<file path="config.mk">
export PLATFORM = sky130hd
export DESIGN_NAME = clock_with_set_menu
export DESIGN_NICKNAME = d
export VERILOG_FILES = /design/src/hdl/clkm_pkg.sv /design/src/hdl/clkm_ctrl.sv /design/src/hdl/clkm_time.sv /design/src/hdl/clock_with_set_menu.sv
export SDC_FILE = /design/constraint.sdc
export NUM_CORES = 1
export LEC_CHECK = 0
export ABC_AREA = 1
export BUFFER_PORTS_ARGS = -buffer_cell sky130_fd_sc_hd__buf_2
export CORE_ASPECT_RATIO = 1.5
export CORE_MARGIN = 10
export CORE_UTILIZATION = 50
export DETAILED_ROUTE_END_ITERATION = 16
export GPL_ROUTABILITY_DRIVEN = 0
export MAX_ROUTING_LAYER = met4
export PLACE_DENSITY = 0.67
export SYNTH_ARGS = -nofsm -noshare
export SYNTH_HDL_FRONTEND = slang
export SYNTH_HIERARCHICAL = 1
export SYNTH_SLANG_ARGS = --single-unit
</file>
<file path="constraint.sdc">
create_clock -name i_clk -period 8.8 [get_ports i_clk]
set_input_delay 0.44 -clock i_clk [delete_from_list [all_inputs] [get_ports i_clk]]
set_output_delay 0.44 -clock i_clk [all_outputs]
set_load 0.05 [all_outputs]
</file>
<file path="src/hdl/clkm_pkg.sv">
package clkm_pkg;

    // field widths
    localparam int HourW = 5;
    localparam int MinW  = 6;
    localparam int SecW  = 6;
    localparam int ModeW = 2;
    localparam int CntW  = 16;

    // wrap points of the time fields
    localparam logic [HourW-1:0] HoursPerDay   = HourW'(24);
    localparam logic [MinW-1:0]  MinsPerHour   = MinW'(60);
    localparam logic [SecW-1:0]  SecsPerMinute = SecW'(60);

    // register reset values
    localparam logic [CntW-1:0] TicksPerSecondRst = CntW'(1000);
    localparam logic [CntW-1:0] HoldTicksRst      = CntW'(1000);
    localparam logic [CntW-1:0] IdleTicksRst      = CntW'(5000);

    // configuration register indexes
    typedef enum logic [1:0] {
        CFG_TICKS_PER_SECOND = 2'd0,
        CFG_HOLD_TICKS       = 2'd1,
        CFG_IDLE_TICKS       = 2'd2,
        CFG_UNUSED           = 2'd3
    } t_cfg_idx;

    // menu modes
    typedef enum logic [ModeW-1:0] {
        MODE_RUN = 2'd0,
        MODE_SEC = 2'd1,
        MODE_MIN = 2'd2,
        MODE_HR  = 2'd3
    } t_mode;

    // time update request from the control unit
    typedef struct packed {
        logic  advance;
        logic  edit;
        logic  up;
        logic  down;
        t_mode field;
    } t_time_req;

    // up/down edit of a time field, up wraps, down sticks at zero
    function automatic logic [MinW-1:0] edit_field(
        input logic [MinW-1:0] v,
        input logic [MinW-1:0] limit,
        input logic            up,
        input logic            down
    );
        logic [MinW-1:0] r;
        r = v;
        if (up && !down) begin
            r = (v + 1'b1 >= limit) ? '0 : v + 1'b1;
        end else if (down && !up) begin
            r = (v == '0) ? '0 : v - 1'b1;
        end
        return r;
    endfunction

    // saturating increment of a 16-bit counter
    function automatic logic [CntW-1:0] sat_inc(input logic [CntW-1:0] v);
        return (v == '1) ? v : v + 1'b1;
    endfunction

endpackage

</file>
<file path="src/hdl/clkm_ctrl.sv">
module clkm_ctrl
    import clkm_pkg::*;
(
    input  logic            i_clk,
    input  logic            i_rst_n,
    input  logic            i_en,
    input  logic            i_setup,
    input  logic            i_up,
    input  logic            i_down,
    input  logic [CntW-1:0] i_ticks_per_second,
    input  logic [CntW-1:0] i_hold_ticks,
    input  logic [CntW-1:0] i_idle_ticks,
    output t_mode           o_mode,
    output t_mode           o_mode_next,
    output t_time_req       o_req
);

    t_mode           r_mode, n_mode;
    logic [CntW-1:0] r_div, n_div;
    logic [CntW-1:0] r_hold, n_hold;
    logic [CntW-1:0] r_idle, n_idle;

    // divider, hold and idle counters and menu stepping for one tick
    always_comb begin
        logic [CntW-1:0] div_inc;
        logic [CntW-1:0] hold_inc;
        logic [CntW-1:0] idle_inc;
        logic            stepped;
        t_mode           mode_a;

        div_inc  = sat_inc(r_div);
        hold_inc = sat_inc(r_hold);
        idle_inc = sat_inc(r_idle);
        stepped  = 1'b0;
        mode_a   = r_mode;
        n_div    = r_div;
        n_hold   = '0;
        n_idle   = r_idle;
        o_req    = '0;

        // seconds divider, run mode only
        if (r_mode == MODE_RUN) begin
            if (div_inc >= i_ticks_per_second) begin
                n_div         = '0;
                o_req.advance = 1'b1;
            end else begin
                n_div = div_inc;
            end
        end

        // setup hold steps the menu
        if (i_setup) begin
            if (hold_inc >= i_hold_ticks) begin
                mode_a  = t_mode'(r_mode + 1'b1);
                n_idle  = '0;
                stepped = 1'b1;
            end else begin
                n_hold = hold_inc;
            end
        end

        // idle timeout back to run
        n_mode = mode_a;
        if (mode_a != MODE_RUN && !stepped) begin
            n_idle = idle_inc;
            if (!i_setup && idle_inc >= i_idle_ticks) begin
                n_mode = MODE_RUN;
                n_idle = '0;
            end
        end

        // button edits of the selected field
        if (n_mode != MODE_RUN && (i_up || i_down)) begin
            n_idle     = '0;
            o_req.edit = 1'b1;
        end
        o_req.up    = i_up;
        o_req.down  = i_down;
        o_req.field = n_mode;
    end

    always_ff @(posedge i_clk) begin
        if (!i_rst_n) begin
            r_mode <= MODE_RUN;
            r_div  <= '0;
            r_hold <= '0;
            r_idle <= '0;
        end else if (i_en) begin
            r_mode <= n_mode;
            r_div  <= n_div;
            r_hold <= n_hold;
            r_idle <= n_idle;
        end
    end

    assign o_mode      = r_mode;
    assign o_mode_next = n_mode;

endmodule

</file>
<file path="src/hdl/clkm_time.sv">
module clkm_time
    import clkm_pkg::*;
(
    input  logic             i_clk,
    input  logic             i_rst_n,
    input  logic             i_en,
    input  t_time_req        i_req,
    output logic [HourW-1:0] o_hours,
    output logic [MinW-1:0]  o_minutes,
    output logic [SecW-1:0]  o_seconds,
    output logic             o_time_diff
);

    logic [HourW-1:0] r_hours, n_hours;
    logic [MinW-1:0]  r_minutes, n_minutes;
    logic [SecW-1:0]  r_seconds, n_seconds;

    // one-second advance with ordered carry, then the edit
    always_comb begin
        logic [HourW-1:0] h_a;
        logic [MinW-1:0]  m_a;
        logic [SecW-1:0]  s_a;

        h_a = r_hours;
        m_a = r_minutes;
        s_a = r_seconds;
        if (i_req.advance) begin
            s_a = r_seconds + 1'b1;
            if (s_a >= SecsPerMinute) begin
                s_a = '0;
                m_a = r_minutes + 1'b1;
                if (m_a >= MinsPerHour) begin
                    m_a = '0;
                    h_a = r_hours + 1'b1;
                    if (h_a >= HoursPerDay) begin
                        h_a = '0;
                    end
                end
            end
        end

        n_hours   = h_a;
        n_minutes = m_a;
        n_seconds = s_a;
        if (i_req.edit) begin
            case (i_req.field)
                MODE_SEC: n_seconds = SecW'(edit_field(MinW'(s_a), MinW'(SecsPerMinute),
                                                       i_req.up, i_req.down));
                MODE_MIN: n_minutes = edit_field(m_a, MinsPerHour, i_req.up, i_req.down);
                MODE_HR:  n_hours   = HourW'(edit_field(MinW'(h_a), MinW'(HoursPerDay),
                                                        i_req.up, i_req.down));
                default:  ;
            endcase
        end
    end

    always_ff @(posedge i_clk) begin
        if (!i_rst_n) begin
            r_hours   <= '0;
            r_minutes <= '0;
            r_seconds <= '0;
        end else if (i_en) begin
            r_hours   <= n_hours;
            r_minutes <= n_minutes;
            r_seconds <= n_seconds;
        end
    end

    assign o_hours     = r_hours;
    assign o_minutes   = r_minutes;
    assign o_seconds   = r_seconds;
    assign o_time_diff = (n_hours != r_hours) || (n_minutes != r_minutes) ||
                         (n_seconds != r_seconds);

endmodule

</file>
<file path="src/hdl/clock_with_set_menu.sv">
// Clock with a time-set menu, one millisecond tick per input transaction.
// Input channel: i_in_valid / o_in_stall with i_setup_held, i_up_press and
// i_down_press. Output channel: o_out_valid / i_out_stall with o_hours,
// o_minutes, o_seconds, o_mode and o_changed. Every input transaction gives
// exactly one output transaction.
// Path: a tick is taken into an input register and its result appears
// on the output once it moves on. Throughput is one tick per cycle while
// the output is not stalled; the time, divider and menu counters are
// updated as a tick moves from the input register to the output register.
// Stall: while i_out_stall holds a result, the tick in the input register
// waits and o_in_stall rises once that register is full; the state and the
// shown result do not change until the result is taken.
// Configuration: i_cfg_we, i_cfg_idx (0 ticks per second, 1 hold ticks, 2 idle
// ticks, 3 ignored), 16-bit i_cfg_data; users write only while idle, unenforced.
// Reset (synchronous, active low): time 00:00:00, run mode, all counters
// cleared, registers back to 1000 / 1000 / 5000, both channels empty.
module clock_with_set_menu
    import clkm_pkg::*;
(
    input  logic             i_clk,
    input  logic             i_rst_n,
    input  logic             i_cfg_we,
    input  logic [1:0]       i_cfg_idx,
    input  logic [CntW-1:0]  i_cfg_data,
    input  logic             i_in_valid,
    output logic             o_in_stall,
    input  logic             i_setup_held,
    input  logic             i_up_press,
    input  logic             i_down_press,
    output logic             o_out_valid,
    input  logic             i_out_stall,
    output logic [HourW-1:0] o_hours,
    output logic [MinW-1:0]  o_minutes,
    output logic [SecW-1:0]  o_seconds,
    output logic [ModeW-1:0] o_mode,
    output logic             o_changed
);

    logic [CntW-1:0] r_tps, r_hold_ticks, r_idle_ticks;
    logic            r_in_vld, r_setup, r_up, r_down;
    logic            r_out_vld, r_changed;
    logic            move;
    t_mode           mode, mode_next;
    t_time_req       req;
    logic            time_diff;

    // configuration registers
    always_ff @(posedge i_clk) begin
        if (!i_rst_n) begin
            r_tps        <= TicksPerSecondRst;
            r_hold_ticks <= HoldTicksRst;
            r_idle_ticks <= IdleTicksRst;
        end else if (i_cfg_we) begin
            case (t_cfg_idx'(i_cfg_idx))
                CFG_TICKS_PER_SECOND: r_tps        <= i_cfg_data;
                CFG_HOLD_TICKS:       r_hold_ticks <= i_cfg_data;
                CFG_IDLE_TICKS:       r_idle_ticks <= i_cfg_data;
                default:              ;
            endcase
        end
    end

    // tick moves to the output when the result slot is free or being taken
    assign move       = r_in_vld && (!r_out_vld || !i_out_stall);
    assign o_in_stall = r_in_vld && !move;

    // input register
    always_ff @(posedge i_clk) begin
        if (!i_rst_n) begin
            r_in_vld <= 1'b0;
        end else if (!o_in_stall) begin
            r_in_vld <= i_in_valid;
        end
    end

    always_ff @(posedge i_clk) begin
        if (!o_in_stall && i_in_valid) begin
            r_setup <= i_setup_held;
            r_up    <= i_up_press;
            r_down  <= i_down_press;
        end
    end

    clkm_ctrl u_ctrl (
        .i_clk              (i_clk),
        .i_rst_n            (i_rst_n),
        .i_en               (move),
        .i_setup            (r_setup),
        .i_up               (r_up),
        .i_down             (r_down),
        .i_ticks_per_second (r_tps),
        .i_hold_ticks       (r_hold_ticks),
        .i_idle_ticks       (r_idle_ticks),
        .o_mode             (mode),
        .o_mode_next        (mode_next),
        .o_req              (req)
    );

    clkm_time u_time (
        .i_clk       (i_clk),
        .i_rst_n     (i_rst_n),
        .i_en        (move),
        .i_req       (req),
        .o_hours     (o_hours),
        .o_minutes   (o_minutes),
        .o_seconds   (o_seconds),
        .o_time_diff (time_diff)
    );

    // output valid; the time and mode registers hold the shown result
    always_ff @(posedge i_clk) begin
        if (!i_rst_n) begin
            r_out_vld <= 1'b0;
        end else if (move) begin
            r_out_vld <= 1'b1;
        end else if (!i_out_stall) begin
            r_out_vld <= 1'b0;
        end
    end

    always_ff @(posedge i_clk) begin
        if (move) begin
            r_changed <= time_diff || (mode_next != mode);
        end
    end

    assign o_out_valid = r_out_vld;
    assign o_mode      = mode;
    assign o_changed   = r_changed;

endmodule

</file>
==> flow_metrics.py <==
metrics = {
    "sta": {
        "slew-limit-headroom": 0.221,
        "timing.fmax_ghz": 0.174,
        "setup_viol": 0,
        "rsz0062_at_grt": "no",
        "layout_min_cycle_time_ns": 5.76,
        "fin_crit_sh": 0.654,
        "maxSlewViolCount": 0,
        "hold_viol": 0,
        "worst_slew_pin_slew_ns": 1.17,
        "fin_skew_ns": 0.00828,
        "holdWs_ns": 0.185,
        "tns_ns": 0,
    },
    "floorplan": {
        "die-area_sq_mm": 0.0256,
        "io_pins": 48,
        "core_sq_mm": 0.0192,
        "die_y_microns": 191,
        "rows": 62,
        "die_w_microns": 134,
        "initial_utilization": 0.508,
    },
    "finish": {
        "n_antenna_cell": 0,
        "finalNonFillerCells": 1871,
        "n_fill_cell": 1961,
        "area_delta_synth_final_pct": 10.7,
        "drive_above_1_share": 0.115,
        "layout.nets": 1693,
    },
    "synthesis": {
        "async_flop_share": 0,
        "netlist.area_leader.share": 0.241,
        "ys_top_cells_by_area": "dfxtp_1 24%, nand2_1 18%, ha_1 8.4%",
        "synthFlopType": "dfxtp_1",
        "yosysTopAreaCell": "dfxtp_1",
        "synth_area_sq_mm": 0.00974,
        "synth-seq-cells": 121,
        "syn_area_per_cell_sq_um": 6.17,
        "yosys-top-cells-count": "479 x nand2_1, 203 x inv_1, 175 x nor2_1, 118 x nand3_1, 117 x dfxtp_1",
        "synth-edff-count": 4,
        "synth_most_common_cell": "nand2_1",
        "synth-seq-area-share": 0.253,
        "synthDistinctLibCells": 48,
        "syn_inst": 1578,
        "yosys_warnings": 6,
        "syn-num-nets": 1669,
    },
    "route": {
        "drt-total-wl_microns": 26500,
        "dr.pass1.iters": 6,
        "detail-route-antenna-nets": 0,
        "dr_total_vias": 9772,
        "drc_errors": 0,
        "avgViaCountPerCell": 5.22,
        "wl_per_cell_microns": 14.2,
        "initialDrtViolationCount": 584,
    },
    "worst_hold_path": {
        "hold_path_depth": 1,
        "min_from": "i_setup_held",
        "hold_path_end": "r_setup",
        "hold_class": "in2reg",
    },
    "global_route": {
        "grt_max_degree": 84,
        "antenna_found_initial": 0,
        "grt-ovfl-total": 0,
        "grt_pass1_wl_microns": 44600,
        "grt_pass1_vias": 9655,
        "grt.total_usage": 0.217,
    },
    "critical_path": {
        "cpMostUsedCell": "nand2_1",
        "crit_type": "reg2reg",
        "cp.required_ns": 8.97,
        "critPathMaxFanout": 12,
        "rrSetupSlack_ns": 3.04,
        "crit_path_max_incr_delay_ns": 0.43,
        "crit_path_start_kind": "flop",
        "timing.rr.end": "o_changed",
        "reg2reg_from": "u_ctrl/r_div[0]",
        "cp.arrival_ns": 5.93,
        "crit_path_end_kind": "flop",
        "r2r_cells": 37,
        "slowest_stage": "dfxtp_1",
    },
    "cts": {
        "cts_tree": "built",
        "clk_pin_slew_ns": 0.06,
        "clock_latency_ns": 0.43,
        "cts_buffers": 17,
        "clock-sinks": 121,
        "postCtsSetupBuffers": 0,
        "root_buffer": "clkbuf_16",
        "clk_path_buf_depth": 2,
        "cts-resized-gates": 0,
        "ctsHoldBuffers": 0,
        "cts_max_level": 4,
    },
    "power_and_ir_drop": {
        "p_switching_uw": 493,
        "p_sw_frac": 0.284,
        "power_frac_seq": 0.347,
        "clockPowerShare": 0.490,
        "power.leakage_uw": 0.00541,
        "power_uw": 1730,
        "p_comb_frac": 0.164,
        "p_per_area_mw_per_mm2": 161,
        "p_int_uw": 1240,
        "ir_drop_mv": 0.149,
    },
    "placement": {
        "port_buffers": 47,
        "dp.final_hpwl_microns": 20000,
        "dpl.cell_count": 1839,
    },
    "run_status": {
        "status": "finished clean",
    },
    "flow_run": {
        "maxCapViolCount": 0,
    },
}
-- power by group through the flow --
stage / logic [uW] / registers, uW / clock network, uW
after floorplan: 196 / 626 / 0
after global placement: 278 / 613 / 0
after detailed placement: 280 / 613 / 0
after CTS: 282 / 601 / 859
after global routing: 321 / 605 / 882
final: 284 / 602 / 849
-- worst max-delay path: cells and delay by family (launching register included) --
family / cells / cell delay, ns
compound gates: 4 / 0.52
buf+inv: 5 / 0.66
fa+ha+maj: 3 / 0.59
flops: 1 / 0.43
simple gates: 25 / 3.29
-- per-stage QoR --
stage	util	setup slack, ns	cell area, sq um
finish	0.562	3.04	10800
global route	0.562	2.44	10800
CTS	0.562	3.11	10800
detailed placement	0.525	3.16	10100
global placement	0.525	3.23	10100
floorplan	-	4.24	9740
-- layer usage --
layer / vias up / track usage / part of all wire
met5: - / - / 0
met4: 0 / 0.109 / 0.042
met3: 75 / 0.0331 / 0.034
met2: 205 / 0.405 / 0.53
met1: 4437 / 0.212 / 0.40
li1: 5055 / - / -
-- kinds of logic (layout without fill, tap and decap cells) --
logic type / after synthesis / count (layout) / synth area share
simple gates: 896 / 896 / 0.407
xor+xnor: 43 / 43 / 0.0387
buf+inv: 267 / 304 / 0.112
fa+ha+maj: 65 / 65 / 0.0835
flops: 121 / 121 / 0.253
compound gates: 186 / 186 / 0.107
-- layout by cell type, fill, tap and decap left out, types with 5 or more instances in the layout --
| cell | netlist | final |
|---|---|---|
| clkinv_1 | 5 | 5 |
| a21oi_1 | 95 | 95 |
| nor2_4 | 5 | 5 |
| xnor2_1 | 10 | 10 |
| nor2_1 | 175 | 174 |
| nor3_1 | 14 | 14 |
| nand3_1 | 118 | 118 |
| nand2_2 | 37 | 37 |
| buf_2 | 15 | 47 |
| bufinv_16 | 0 | 7 |
| o21ai_0 | 47 | 47 |
| nand2_1 | 479 | 479 |
| a21oi_2 | 12 | 12 |
| ha_1 | 65 | 65 |
| inv_1 | 203 | 203 |
| nand4_1 | 26 | 26 |
| clkbuf_16 | 0 | 17 |
| xor2_1 | 33 | 33 |
| o21ai_1 | 10 | 10 |
| dfxtp_1 | 117 | 117 |
| nor2_2 | 8 | 9 |
| a22oi_1 | 7 | 7 |
| nor3_2 | 6 | 6 |
| nand3_2 | 8 | 8 |
| inv_2 | 13 | 13 |
-- how the worst max path moves through the flow --
stage | start | end | slack (ns) | cells past startpoint
global route | u_ctrl/r_div[0] | o_changed | 2.44 | 36
CTS | u_ctrl/r_div[0] | o_changed | 3.11 | 37
detailed placement | u_ctrl/r_div[0] | o_changed | 3.16 | 37
global placement | u_ctrl/r_div[0] | o_changed | 3.23 | 36
finish | u_ctrl/r_div[0] | o_changed | 3.04 | 37
floorplan | u_ctrl/r_div[0] | o_changed | 4.24 | 38
-- registers in the layout (all words and copies together), names as in the netlist --
name and count:
u_time/o_seconds 6, o_changed 1, u_time/o_hours 5, r_down 1
o_out_valid 1, r_tps 16, u_time/o_minutes 6, r_in_vld 1
r_idle_ticks 16, u_ctrl/o_mode 2, r_up 1, u_ctrl/r_hold 16
r_setup 1, u_ctrl/r_idle 16, r_hold_ticks 16, u_ctrl/r_div 16
-- layout make-up --
type | instances | area (sq um) | area share
inverter | 221 | 830 | 0.0770
clock inverter | 11 | 239 | 0.0222
timing repair buffer | 51 | 265 | 0.0246
sequential | 121 | 2460 | 0.229
tap | 256 | 320 | 0.0297
clock buffer | 21 | 470 | 0.0437
multi-input combinational | 1190 | 6190 | 0.574
No activity file was read; power rests on OpenSTA's default activity.
